File: src/rtl/sdrs_pkg.sv
package sdrs_pkg;

  // Input transaction
  typedef struct packed {
    logic        op;
    logic [15:0] req_id;
    logic [31:0] arrival_time;
    logic [15:0] req_cylinder;
    logic [31:0] req_address;
    logic [15:0] proc_id;
    logic [15:0] head_cylinder;
  } req_t;

  // Result transaction
  typedef struct packed {
    logic [15:0] serving_id;
    logic [31:0] serving_time;
    logic [15:0] serving_cylinder;
    logic [31:0] serving_address;
    logic [15:0] serving_process;
    logic        idle;
    logic        dropped;
    logic [4:0]  queue_count;
  } res_t;

  // One stored request
  typedef struct packed {
    logic [15:0] id;
    logic [31:0] time_stamp;
    logic [15:0] cyl;
    logic [31:0] addr;
    logic [15:0] proc;
  } rec_t;

  localparam int REC_W = $bits(rec_t);

  localparam logic OP_ARRIVAL = 1'b0;

  // Datapath actions
  typedef enum logic [2:0] {
    A_NOP,
    A_SCAN_INIT,
    A_SCAN,
    A_TAKE,
    A_SHIFT,
    A_FINISH,
    A_ARRIVE,
    A_CLEAR
  } act_t;

  // Jump conditions
  typedef enum logic [2:0] {
    C_NEVER,
    C_ALWAYS,
    C_NOT_START,
    C_ARRIVAL,
    C_EMPTY,
    C_MORE
  } cond_t;

  localparam int UPC_W = 4;
  typedef logic [UPC_W-1:0] upc_t;

  // Microprogram step addresses
  localparam upc_t U_WAIT   = 4'd0;
  localparam upc_t U_DECODE = 4'd1;
  localparam upc_t U_CHECK  = 4'd2;
  localparam upc_t U_SCAN   = 4'd3;
  localparam upc_t U_TAKE   = 4'd4;
  localparam upc_t U_SHIFT  = 4'd5;
  localparam upc_t U_FINISH = 4'd6;
  localparam upc_t U_ARRIVE = 4'd7;
  localparam upc_t U_CLEAR  = 4'd8;

  typedef struct packed {
    act_t  act;
    cond_t cond;
    upc_t  target;
  } uword_t;

  // Status from datapath to sequencer
  typedef struct packed {
    logic is_arrival;
    logic q_empty;
    logic more;
  } dp_stat_t;

  // Microcode ROM
  function automatic uword_t ucode(input upc_t a);
    uword_t w;
    w = '{act: A_NOP, cond: C_ALWAYS, target: U_WAIT};
    case (a)
      U_WAIT:   w = '{act: A_NOP,       cond: C_NOT_START, target: U_WAIT};
      U_DECODE: w = '{act: A_SCAN_INIT, cond: C_ARRIVAL,   target: U_ARRIVE};
      U_CHECK:  w = '{act: A_NOP,       cond: C_EMPTY,     target: U_CLEAR};
      U_SCAN:   w = '{act: A_SCAN,      cond: C_MORE,      target: U_SCAN};
      U_TAKE:   w = '{act: A_TAKE,      cond: C_NEVER,     target: U_WAIT};
      U_SHIFT:  w = '{act: A_SHIFT,     cond: C_MORE,      target: U_SHIFT};
      U_FINISH: w = '{act: A_FINISH,    cond: C_ALWAYS,    target: U_WAIT};
      U_ARRIVE: w = '{act: A_ARRIVE,    cond: C_ALWAYS,    target: U_WAIT};
      U_CLEAR:  w = '{act: A_CLEAR,     cond: C_ALWAYS,    target: U_WAIT};
      default:  w = '{act: A_NOP,       cond: C_ALWAYS,    target: U_WAIT};
    endcase
    return w;
  endfunction

endpackage

File: src/rtl/sdrs_ram.sv
module sdrs_ram #(
  parameter int WIDTH = 8,
  parameter int DEPTH = 16
) (
  input  logic                                    clk,
  input  logic                                    we,
  input  logic [((DEPTH > 1) ? $clog2(DEPTH) : 1)-1:0] waddr,
  input  logic [WIDTH-1:0]                        wdata,
  input  logic [((DEPTH > 1) ? $clog2(DEPTH) : 1)-1:0] raddr,
  output logic [WIDTH-1:0]                        rdata
);

  logic [WIDTH-1:0] mem [DEPTH];

  always_ff @(posedge clk) begin
    if (we) begin
      mem[waddr] <= wdata;
    end
    rdata <= mem[raddr];
  end

endmodule

File: src/rtl/sdrs_useq.sv
module sdrs_useq (
  input  logic               clk,
  input  logic               rst_n,
  input  logic               start,
  input  sdrs_pkg::dp_stat_t stat,
  output sdrs_pkg::act_t     act,
  output logic               busy
);
  import sdrs_pkg::*;

  upc_t   upc_r, upc_nxt;
  uword_t uw;
  logic   take_jump;

  assign uw   = ucode(upc_r);
  assign act  = uw.act;
  assign busy = (upc_r != U_WAIT);

  always_comb begin
    case (uw.cond)
      C_NEVER:     take_jump = 1'b0;
      C_ALWAYS:    take_jump = 1'b1;
      C_NOT_START: take_jump = !start;
      C_ARRIVAL:   take_jump = stat.is_arrival;
      C_EMPTY:     take_jump = stat.q_empty;
      C_MORE:      take_jump = stat.more;
      default:     take_jump = 1'b1;
    endcase
    upc_nxt = take_jump ? uw.target : upc_r + upc_t'(1);
  end

  always_ff @(posedge clk) begin
    if (!rst_n) begin
      upc_r <= U_WAIT;
    end else begin
      upc_r <= upc_nxt;
    end
  end

endmodule

File: src/rtl/sdrs_dpath.sv
module sdrs_dpath #(
  parameter int QUEUE_DEPTH = 16
) (
  input  logic               clk,
  input  logic               rst_n,
  input  logic               load,
  input  sdrs_pkg::req_t     in_req,
  input  sdrs_pkg::act_t     act,
  output sdrs_pkg::dp_stat_t stat,
  output logic               out_valid,
  output sdrs_pkg::res_t     out_res
);
  import sdrs_pkg::*;

  localparam int IDX_W = (QUEUE_DEPTH > 1) ? $clog2(QUEUE_DEPTH) : 1;
  localparam int CNT_W = $clog2(QUEUE_DEPTH + 1);

  req_t             req_r;
  rec_t             svc_r, svc_nxt;
  logic             svc_vld_r, svc_vld_nxt;
  logic [CNT_W-1:0] cnt_r, cnt_nxt;
  logic [CNT_W-1:0] rd_idx_r, rd_idx_nxt;
  logic [IDX_W-1:0] wr_idx_r, wr_idx_nxt;
  logic             pend_r, pend_nxt;
  logic [IDX_W-1:0] cmp_idx_r, cmp_idx_nxt;
  logic [IDX_W-1:0] best_idx_r, best_idx_nxt;
  logic [15:0]      best_dist_r, best_dist_nxt;
  logic [31:0]      best_time_r, best_time_nxt;
  rec_t             best_rec_r, best_rec_nxt;
  res_t             res_r, res_nxt;
  logic             res_vld_r, res_vld_nxt;

  logic             ram_we;
  logic [IDX_W-1:0] ram_waddr;
  logic [REC_W-1:0] ram_wdata;
  logic [REC_W-1:0] ram_rdata;
  rec_t             ram_rec;
  rec_t             new_rec;
  logic [15:0]      cyl_dist;
  logic             better;
  logic             dropped;

  sdrs_ram #(
    .WIDTH (REC_W),
    .DEPTH (QUEUE_DEPTH)
  ) u_queue (
    .clk   (clk),
    .we    (ram_we),
    .waddr (ram_waddr),
    .wdata (ram_wdata),
    .raddr (rd_idx_r[IDX_W-1:0]),
    .rdata (ram_rdata)
  );

  assign ram_rec = ram_rdata;
  assign new_rec = '{id: req_r.req_id, time_stamp: req_r.arrival_time,
                     cyl: req_r.req_cylinder, addr: req_r.req_address,
                     proc: req_r.proc_id};

  // |head - cyl| and the ordering rule: nearer wins, then earlier timestamp
  assign cyl_dist = (req_r.head_cylinder >= ram_rec.cyl) ?
                    (req_r.head_cylinder - ram_rec.cyl) :
                    (ram_rec.cyl - req_r.head_cylinder);
  assign better = (cmp_idx_r == '0) || (cyl_dist < best_dist_r) ||
                  ((cyl_dist == best_dist_r) && (ram_rec.time_stamp < best_time_r));

  assign stat.is_arrival = (req_r.op == OP_ARRIVAL);
  assign stat.q_empty    = (cnt_r == '0);
  assign stat.more       = (rd_idx_r != cnt_r);

  always_comb begin
    svc_nxt       = svc_r;
    svc_vld_nxt   = svc_vld_r;
    cnt_nxt       = cnt_r;
    rd_idx_nxt    = rd_idx_r;
    wr_idx_nxt    = wr_idx_r;
    pend_nxt      = 1'b0;
    cmp_idx_nxt   = cmp_idx_r;
    best_idx_nxt  = best_idx_r;
    best_dist_nxt = best_dist_r;
    best_time_nxt = best_time_r;
    best_rec_nxt  = best_rec_r;
    ram_we        = 1'b0;
    ram_waddr     = wr_idx_r;
    ram_wdata     = ram_rdata;
    dropped       = 1'b0;
    res_vld_nxt   = 1'b0;

    case (act)
      A_SCAN_INIT: begin
        rd_idx_nxt = '0;
      end
      A_SCAN: begin
        // read one entry per cycle, compare the one read last cycle
        if (rd_idx_r != cnt_r) begin
          rd_idx_nxt  = rd_idx_r + CNT_W'(1);
          cmp_idx_nxt = rd_idx_r[IDX_W-1:0];
          pend_nxt    = 1'b1;
        end
        if (pend_r && better) begin
          best_idx_nxt  = cmp_idx_r;
          best_dist_nxt = cyl_dist;
          best_time_nxt = ram_rec.time_stamp;
          best_rec_nxt  = ram_rec;
        end
      end
      A_TAKE: begin
        svc_nxt     = best_rec_r;
        svc_vld_nxt = 1'b1;
        rd_idx_nxt  = CNT_W'(best_idx_r) + CNT_W'(1);
        wr_idx_nxt  = best_idx_r;
      end
      A_SHIFT: begin
        // close the gap: entry i+1 moves to i
        if (rd_idx_r != cnt_r) begin
          rd_idx_nxt = rd_idx_r + CNT_W'(1);
          pend_nxt   = 1'b1;
        end
        if (pend_r) begin
          ram_we     = 1'b1;
          wr_idx_nxt = wr_idx_r + IDX_W'(1);
        end
      end
      A_FINISH: begin
        cnt_nxt     = cnt_r - CNT_W'(1);
        res_vld_nxt = 1'b1;
      end
      A_ARRIVE: begin
        if (!svc_vld_r) begin
          svc_nxt     = new_rec;
          svc_vld_nxt = 1'b1;
        end else if (cnt_r < CNT_W'(QUEUE_DEPTH)) begin
          ram_we    = 1'b1;
          ram_waddr = cnt_r[IDX_W-1:0];
          ram_wdata = new_rec;
          cnt_nxt   = cnt_r + CNT_W'(1);
        end else begin
          dropped = 1'b1;
        end
        res_vld_nxt = 1'b1;
      end
      A_CLEAR: begin
        svc_nxt     = '0;
        svc_vld_nxt = 1'b0;
        res_vld_nxt = 1'b1;
      end
      default: begin
      end
    endcase

    res_nxt.serving_id       = svc_vld_nxt ? svc_nxt.id         : '0;
    res_nxt.serving_time     = svc_vld_nxt ? svc_nxt.time_stamp : '0;
    res_nxt.serving_cylinder = svc_vld_nxt ? svc_nxt.cyl        : '0;
    res_nxt.serving_address  = svc_vld_nxt ? svc_nxt.addr       : '0;
    res_nxt.serving_process  = svc_vld_nxt ? svc_nxt.proc       : '0;
    res_nxt.idle             = !svc_vld_nxt;
    res_nxt.dropped          = dropped;
    res_nxt.queue_count      = 5'(cnt_nxt);
  end

  always_ff @(posedge clk) begin
    if (!rst_n) begin
      svc_vld_r <= 1'b0;
      cnt_r     <= '0;
      pend_r    <= 1'b0;
      res_vld_r <= 1'b0;
    end else begin
      svc_vld_r <= svc_vld_nxt;
      cnt_r     <= cnt_nxt;
      pend_r    <= pend_nxt;
      res_vld_r <= res_vld_nxt;
    end
  end

  always_ff @(posedge clk) begin
    if (load) begin
      req_r <= in_req;
    end
    svc_r       <= svc_nxt;
    rd_idx_r    <= rd_idx_nxt;
    wr_idx_r    <= wr_idx_nxt;
    cmp_idx_r   <= cmp_idx_nxt;
    best_idx_r  <= best_idx_nxt;
    best_dist_r <= best_dist_nxt;
    best_time_r <= best_time_nxt;
    best_rec_r  <= best_rec_nxt;
    res_r       <= res_nxt;
  end

  assign out_valid = res_vld_r;
  assign out_res   = res_r;

endmodule

File: src/rtl/sstf_disk_request_scheduler.sv
// Shortest-seek-time-first disk request scheduler. A transaction is taken when
// start is high and busy is low; every transaction gives exactly one result,
// shown for one cycle with out_valid, which the receiver cannot stall. The
// time a completion with queued requests takes is set by the queue RAM, which
// has one read port and one write port: the nearest-cylinder scan reads one
// entry per cycle, and closing the gap left by the chosen entry moves one
// entry per cycle. The result strobe lands in the cycle in which busy drops,
// so the next transaction can be taken there.
module sstf_disk_request_scheduler #(
  parameter int QUEUE_DEPTH = 16
) (
  input  logic           clk,
  input  logic           rst_n,
  input  logic           start,
  output logic           busy,
  input  sdrs_pkg::req_t in_req,
  output logic           out_valid,
  output sdrs_pkg::res_t out_res
);
  import sdrs_pkg::*;

  act_t     act;
  dp_stat_t stat;
  logic     load;

  // transaction accepted at this edge
  assign load = start && !busy;

  // microcode sequencer: step counter, control ROM, conditional jumps
  sdrs_useq u_useq (
    .clk   (clk),
    .rst_n (rst_n),
    .start (start),
    .stat  (stat),
    .act   (act),
    .busy  (busy)
  );

  // datapath: request latch, in-service record, queue RAM, scan/compact
  // pointers, best-candidate registers and the result register
  sdrs_dpath #(
    .QUEUE_DEPTH (QUEUE_DEPTH)
  ) u_dpath (
    .clk       (clk),
    .rst_n     (rst_n),
    .load      (load),
    .in_req    (in_req),
    .act       (act),
    .stat      (stat),
    .out_valid (out_valid),
    .out_res   (out_res)
  );

endmodule

File: config.mk
export PLATFORM = sky130hd
export DESIGN_NAME = sstf_disk_request_scheduler
export DESIGN_NICKNAME = d
export VERILOG_FILES = /design/src/rtl/sdrs_pkg.sv /design/src/rtl/sdrs_ram.sv /design/src/rtl/sdrs_useq.sv /design/src/rtl/sdrs_dpath.sv /design/src/rtl/sstf_disk_request_scheduler.sv
export SDC_FILE = /design/constraint.sdc
export NUM_CORES = 2
export LEC_CHECK = 0
export BUFFER_PORTS_ARGS = -buffer_cell sky130_fd_sc_hd__clkbuf_2
export CAP_MARGIN = 20
export CORE_MARGIN = 2
export CORE_UTILIZATION = 30
export CTS_BUF_LIST = sky130_fd_sc_hd__clkbuf_8
export CTS_CLUSTER_SIZE = 24
export DETAILED_ROUTE_END_ITERATION = 8
export HOLD_SLACK_MARGIN = 0.1
export PLACE_DENSITY = 0.44
export SYNTH_ARGS = -nofsm -noshare
export SYNTH_HDL_FRONTEND = slang
export SYNTH_SLANG_ARGS = --single-unit
File: constraint.sdc
create_clock -name clk -period 12.1 [get_ports clk]
set_input_delay 0.605 -clock clk [delete_from_list [all_inputs] [get_ports clk]]
set_output_delay 0.605 -clock clk [all_outputs]
set_load 0.01 [all_outputs]
; After elaboration in Yosys (flattened, before gate mapping)
; Memory sizes are Yosys's and may differ from the RTL's. A register that Yosys moved wholly into a read port is not among the register bits.
; Index checks and enable logic that the tools add are counted.
[totals]
reg_bits = 517
ramBits = 1792
mem_bits_ro = 160
input_bits = 132
out_inout_bits = 121
elab_cells = 117
mem_count = 2
[classes]
n_addsub = 8
magnitude_cmp = 4
eq_ne = 15
mux = 29
bitwise = 1
n_reduce_logical = 23
[mem_list]
columns = name, words, word_bits, rd, rd_clocked_by_memory_dff, wr, line_no
row1 = u_dpath.u_queue.mem, 16, 112, 1, 1, 1, sdrs_ram.sv:13  ; logic [WIDTH-1:0] mem [DEPTH];
row2 = (name not given), 16, 10, 1, 1, 0, sdrs_pkg.sv:92  ; case (a)
[ops]
columns = operator, n
row1 = 112-bit two-way mux, 4
row2 = 112-bit case mux with 3 select lines, 1
row3 = 32-bit < comparator, 1
row4 = 16-bit subtractor, 2
row5 = 4-bit two-way mux, 6
row6 = 3-bit == test (second input constant), 6
row7 = 16-bit == test, 1
row8 = 16-bit >= comparator, 1
row9 = 16-bit < comparator, 1
row10 = 16-bit two-way mux, 1
row11 = 5-bit two-way mux, 3
row12 = 5-bit case mux with 3 select lines, 1
row13 = 3-bit by 2-bit == test with 1-bit output (second input constant), 4
row14 = 2-bit AND reduction, 6
row15 = 5-bit by 1-bit adder with 5-bit output (second input constant), 2
row16 = 5-bit case mux with 2 select lines, 1
row17 = 4-bit by 1-bit adder with 4-bit output (second input constant), 2
row18 = 1-bit two-way mux, 8
row19 = 4-bit case mux with 2 select lines, 1
row20 = 4-bit by 1-bit adder with 5-bit output (second input constant), 1
row21 = 5-bit logical NOT, 1
row22 = 5-bit < comparator (second input constant), 1
row23 = 5-bit != test, 1
row24 = 1-bit case mux with 5 select lines, 1
row25 = other kinds (15), 23

; Logic depth before layout (Yosys ltp)
[logic_depth]
word_depth = 7
mapped_depth = 20
ltp_nobuf = 19

; Hierarchy
; A second synthesis with hierarchy kept.
[hier_totals]
hier_cells = 4478
area_unflattened_um2 = 89778.6
[modules_own_cells]
columns = mod, instances, cells_each, area_each_um2, seq_area_each_um2
row1 = sdrs_ram, 1, 2864, 69168.8, 56053.8
row2 = sdrs_dpath, 1, 1540, 19921.6, 13012.5
row3 = sdrs_useq, 1, 73, 674.4, 280.3
row4 = sstf_disk_request_scheduler, 1, 1, 13.8, 0.0

; Worst setup path after synthesis
; No wires, ideal clock.
[synth_timing]
kind = register to register
start = register u_dpath.req_r[0] (netlist bit)
end = register u_dpath.best_dist_r[0] (enable)
setup_ps = 640
t_arrival_ps = 9563
t_required_ps = 11460
slack_ps = 1898
stages_incl_launch_ff = 21
n_path_buf = 1
synth_period_minus_slack_ps = 10202
cell_sequence = edfxtp_1 -> inv_1 -> ha_1 -> inv_1 -> fa_1 -> a211oi_4 -> o211ai_2 -> a41oi_4 -> a21oi_2 -> or2_0 -> buf_2 -> a32oi_1 -> xor2_1 -> ha_1 -> a21o_1 -> a21o_1 -> a21o_1 -> a21oi_1 -> nor2_1 -> o31a_1 -> o21ai_1
[synth_between]
elab_chain_len = 7
word_cells_on_any_way = 11
cone_classes = add/sub: 2 / order compare: 2 / eq/ne: 1 / mux: 1 / reduce/logical: 5
[synth_lines]
columns = element, line_no
row1 = "start, declared", sdrs_dpath.sv:18  ; req_t req_r;
row2 = "start signal, assigned", sdrs_dpath.sv:177  ; req_r <= in_req;
row3 = 16-bit subtractor (tied with other cells), sdrs_dpath.sv:63  ; (ram_rec.cyl - req_r.head_cylinder);
row4 = 16-bit two-way mux *, sdrs_dpath.sv:61  ; assign cyl_dist = (req_r.head_cylinder >= ram_rec.cyl) ?
row5 = via u_dpath.cyl_dist[9], sdrs_dpath.sv:39  ; logic [15:0] cyl_dist;
row6 = 16-bit < comparator / 16-bit == test (equally long branches), "sdrs_dpath.sv:64, sdrs_dpath.sv:65"
row7 = 1-bit logical OR / 1-bit logical AND (equally long branches), "sdrs_dpath.sv:64, sdrs_dpath.sv:65"
row8 = 1-bit logical OR *, sdrs_dpath.sv:64  ; assign better = (cmp_idx_r == '0) || (cyl_dist < best_dist_r) ||
row9 = 1-bit logical AND *, sdrs_dpath.sv:100  ; if (pend_r && better) begin
row10 = 2-bit AND reduction (no source line) *, --
row11 = "end signal, assigned", sdrs_dpath.sv:184  ; best_dist_r <= best_dist_nxt;
row12 = "end, declared", sdrs_dpath.sv:27  ; logic [15:0] best_dist_r, best_dist_nxt;
; Mark *: on every way through the listed nets, which the timed path passes. The rest lies on a longest branch.
; A chain may end at the register's enable or synchronous reset.

; Worst setup path after layout
[layout_timing]
start = register u_dpath.u_queue.rdata[51] (read register of u_dpath.u_queue.mem)
end = register u_dpath.best_rec_r[32] (netlist bit) (enable)
[layout_between]
elab_chain_len = 7
word_cells_on_any_way = 11
cone_classes = add/sub: 2 / order compare: 2 / eq/ne: 1 / mux: 1 / reduce/logical: 5
[layout_lines]
columns = element, line_no
row1 = "start, declared", sdrs_ram.sv:10  ; output logic [WIDTH-1:0] rdata
row2 = 16-bit subtractor (tied with other cells), sdrs_dpath.sv:63
row3 = 16-bit two-way mux *, sdrs_dpath.sv:61
row4 = via u_dpath.cyl_dist[9], sdrs_dpath.sv:39
row5 = 16-bit < comparator / 16-bit == test (equally long branches), "sdrs_dpath.sv:64, sdrs_dpath.sv:65"
row6 = 1-bit logical OR / 1-bit logical AND (equally long branches), "sdrs_dpath.sv:64, sdrs_dpath.sv:65"
row7 = 1-bit logical OR *, sdrs_dpath.sv:64
row8 = 1-bit logical AND *, sdrs_dpath.sv:100
row9 = 2-bit AND reduction (no source line) *, --
row10 = "end signal, assigned", sdrs_dpath.sv:186  ; best_rec_r <= best_rec_nxt;
row11 = "end, declared", sdrs_dpath.sv:29  ; rec_t best_rec_r, best_rec_nxt;
; Marks and branches as above.

==> reports/metrics.csv <==
metric;value;unit
status;finished clean;
Final setup viols;0;
post-DP HPWL;134000;um
Buffers on Ports;252;
ranking of synthesized cells by area;edfxtp_1 69%, mux4_2 14%, dfxtp_1 8.1%, nand2_1 1.4%, a222oi_1 1.2%;
final wirelength;252000;um
CP Class;reg2reg;
DR vias;45516;
share of power burned in registers;45.0;%
Leak Pwr;36.4;nW
GP Congestion;0.762;
final instance area;106000;um2
DP Area;96600;um2
fraction of layout cells with a size suffix above 1;27.6;%
Crit. End Element;flop;
most frequent cell on the critical path;ha_1;
Clock Skews;0.122;ns
Clock Path Buffers;4;
Pwr per Cell Area;238;nW/um2
post-synth cell types;77;
P&R area growth vs syn;17.6;%
Ys Warns;0;
Tmin final;6.05;ns
nets@finish;5366;
CTS buffer count;418;
Clk pin slew, worst setup/hold paths;0.06;ns
hold endpoint;u_dpath.new_rec[19];
reg-to-reg slack, setup;6.05;ns
initial antenna violation count;12;
syn_area_per_cell;20.2;um2
core area;300000;um2
Worst Setup Start Kind;flop;
Setup TNS;0;ns
hold violation count in the final report;0;
Post-Syn Area;90200;um2
gr ovfl total;0;
Skew-Pair Late Insertion Delay;1.08;ns
total track usage;16.2;%
die height;552;um
Root Buffer;clkbuf_8;
r2r endpoint;u_dpath.best_rec_r[32];
worst slew pin tran;1.29;ns
maxcap violations;0;
Routed Antenna Nets;0;
RR Startpoint;u_dpath.u_queue.rdata[51];
switching share of total power;31.0;%
most frequent cells in the layout;2066 x edfxtp_1, 560 x mux4_2, 472 x clkbuf_8;
Starting Density;30.1;%
commonest non-fill, non-tap cell in the layout;edfxtp_1;
Max FO, Critical Path;100;
DR vias/cell;4.81;
Post-synth ARST share;0;%
detailed-route DRC error count;0;
P_int;17.4;mW
syn nets;4680;
Worst Hold Depth;2;
combinational fraction of design power;26.4;%
clock sink count;2431;
Final Cycle Share;50.0;%
Die Area;305000;um2
hold path start;start;
Hold WC Path Type;in2reg;
Ports;253;
#FFs+latches synth;2431;
Post-synth EDFFs;2066;
CTS tree;done;
Crit path max-delay family;compound AO/OA/AOI/OAI gates;
unrepaired setup endpoints after global routing;false;
post-synth top area cell;edfxtp_1;
cell row count;201;
worst endpoint required time;12.73;ns
vias in the first global route;48442;
slowest stage delay, CP;0.78;ns
crit path cell chain;inv_1, ha_1, o211ai_1, o211ai_2, a41oi_4, a21oi_2, or2_0, a32oi_1, xor2_1, ha_1, nand4_1, nor2_1, nand2_1, nor4_1, and3_1, o221ai_1, o21ai_4, buf_12;
CP max stage cell;a21oi_2;
Slew Limit Fails;0;
CP Launch Point;u_dpath.u_queue.rdata[51];
Clock Power Share;28.6;%
WP data arrival;6.68;ns
Worst Reg-to-Reg Cells;18;
area share of the largest cell type after synthesis;68.8;%
H-Tree Depth;5;
Slew Limit Headroom;13.7;%
peak supply drop;0.192;mV
first-pass GRT wire length;360000;um
switching power;7.82;mW
initial DRC count;4203;
largest net degree at the start of global routing;128;
Crit path buffers/inverters;2;
Pre-antenna DRT Iters;8;
Seq/Total Area, Yosys;76.9;%
post-CTS setup buffer count;0;
fmax;165;MHz
Post-synth top flop;edfxtp_1;
routed length per instance;26.6;um
Cells after Synth;4458;
width of the die;552;um
## worst register-to-register path, cell delays in order (launching register included)
cell and delay (ns):
dfxtp_1 0.36, inv_1 0.08, ha_1 0.49, o211ai_1 0.17, o211ai_2 0.29, a41oi_4 0.24
a21oi_2 0.78, or2_0 0.52, a32oi_1 0.21, xor2_1 0.19, ha_1 0.31, nand4_1 0.15
nor2_1 0.13, nand2_1 0.11, nor4_1 0.33, and3_1 0.21, o221ai_1 0.18, o21ai_4 0.13
buf_12 0.57
## registers in the layout, summed over array words and instances, names as in the netlist
register	flops
u_dpath.u_queue.mem	1792
u_dpath.out_res	119
u_dpath.best_rec_r	112
u_dpath.new_rec	112
u_dpath.svc_r	112
u_dpath.u_queue.rdata	112
u_dpath.req_r	17
u_dpath.best_dist_r	16
u_useq.uw	10
u_dpath.cnt_r	5
u_dpath.rd_idx_r	5
u_dpath.best_idx_r	4
u_dpath.cmp_idx_r	4
u_dpath.wr_idx_r	4
u_useq.upc_r	4
u_dpath.out_valid	1
u_dpath.pend_r	1
u_dpath.svc_vld_r	1
## synth_stat cells (all sizes together) (6+ instances only)
library cell  count
and2              8
nand2b            7
xor2             16
mux2i             9
nor2            159
mux4            560
clkbuf          111
nand3            24
a21o             25
ha               88
buf             112
nor2b            18
nor3             12
o21ai            47
dfxtp           365
nand2           341
and3              7
a31oi             7
a222oi          112
nand4            13
inv             211
edfxtp         2066
o211ai            6
mux2             10
a21oi            41
xnor2            13
## metal layers
metal,up-vias,track usage (%),routed length (um)
met2,1192,26.3,120000
met1,24529,22.6,114000
met3,389,2.40,11700
met4,8,4.55,5670
li1,19398,-,-
met5,-,0,52
## cell type report
| class | count | area [um2] |
|---|---|---|
| Tap cell | 3958 | 4950 |
| Inverter | 211 | 792 |
| Fill cell | 28153 | 193000 |
| Multi-Input combinational cell | 1593 | 19300 |
| Antenna cell | 6 | 15.0 |
| Timing Repair Buffer | 489 | 3510 |
| Clock buffer | 472 | 6500 |
| Sequential cell | 2431 | 69300 |
| Clock inverter | 307 | 1650 |
## kinds of logic (layout without fill, tap and decap cells)
logic type	after synthesis	in the layout	synth area share [%]
xor gates and xnor gates	29	29	0.282
muxes	579	579	14.2
other	0	6	0
AOI/OAI and AO/OA	290	290	2.60
adders and majority gates	90	90	1.27
buffers and inverters	434	1479	1.93
and+or+nand+nor	605	605	2.84
DFF	2431	2431	76.9
## worst max path at each step
stage	end	slack, ns	cells past startpoint
finish	u_dpath.best_rec_r[32]	6.05	18
CTS	u_dpath.best_rec_r[32]	5.94	18
global route	u_dpath.best_idx_r[3]	5.61	18
floorplan	u_dpath.best_dist_r[0]	1.90	20
detailed placement	u_dpath.best_rec_r[32]	6.00	18
global placement	u_dpath.best_rec_r[32]	6.07	20
## power by group through the flow
| stage | combinational [mW] | clock (mW) | sequential [mW] |
|---|---|---|---|
| 5_1_grt | 7.32 | 7.80 | 11.4 |
| 4_1_cts | 6.84 | 7.45 | 11.3 |
| 2_1_floorplan | 4.71 | 0 | 11.3 |
| 3_5_place_dp | 6.78 | 0 | 11.5 |
| 3_3_place_gp | 6.74 | 0 | 11.5 |
| 6_report | 6.66 | 7.21 | 11.3 |
## metrics by stage
stage | hold WS [ns] | std cells | total power [mW] | util, % | worst slack, ns
floorplan | 0.408 | 4458 | 16.0 | - | 1.90
global placement | 0.414 | 8550 | 18.2 | 32.2 | 6.07
detailed placement | 0.413 | 8551 | 18.3 | 32.2 | 6.00
CTS | 0.115 | 9460 | 25.6 | 35.4 | 5.94
global route | 0.170 | 9465 | 26.5 | 35.4 | 5.61
finish | 0.234 | 9467 | 25.2 | 35.4 | 6.05
## timing repair
action	4_1_cts	5_1_grt
gates resized for setup	0	0
endpoints found under the setup margin	0	0
endpoints found under the hold margin	140	0
hold buffers	130	0
(Power assumes the default switching activity.)
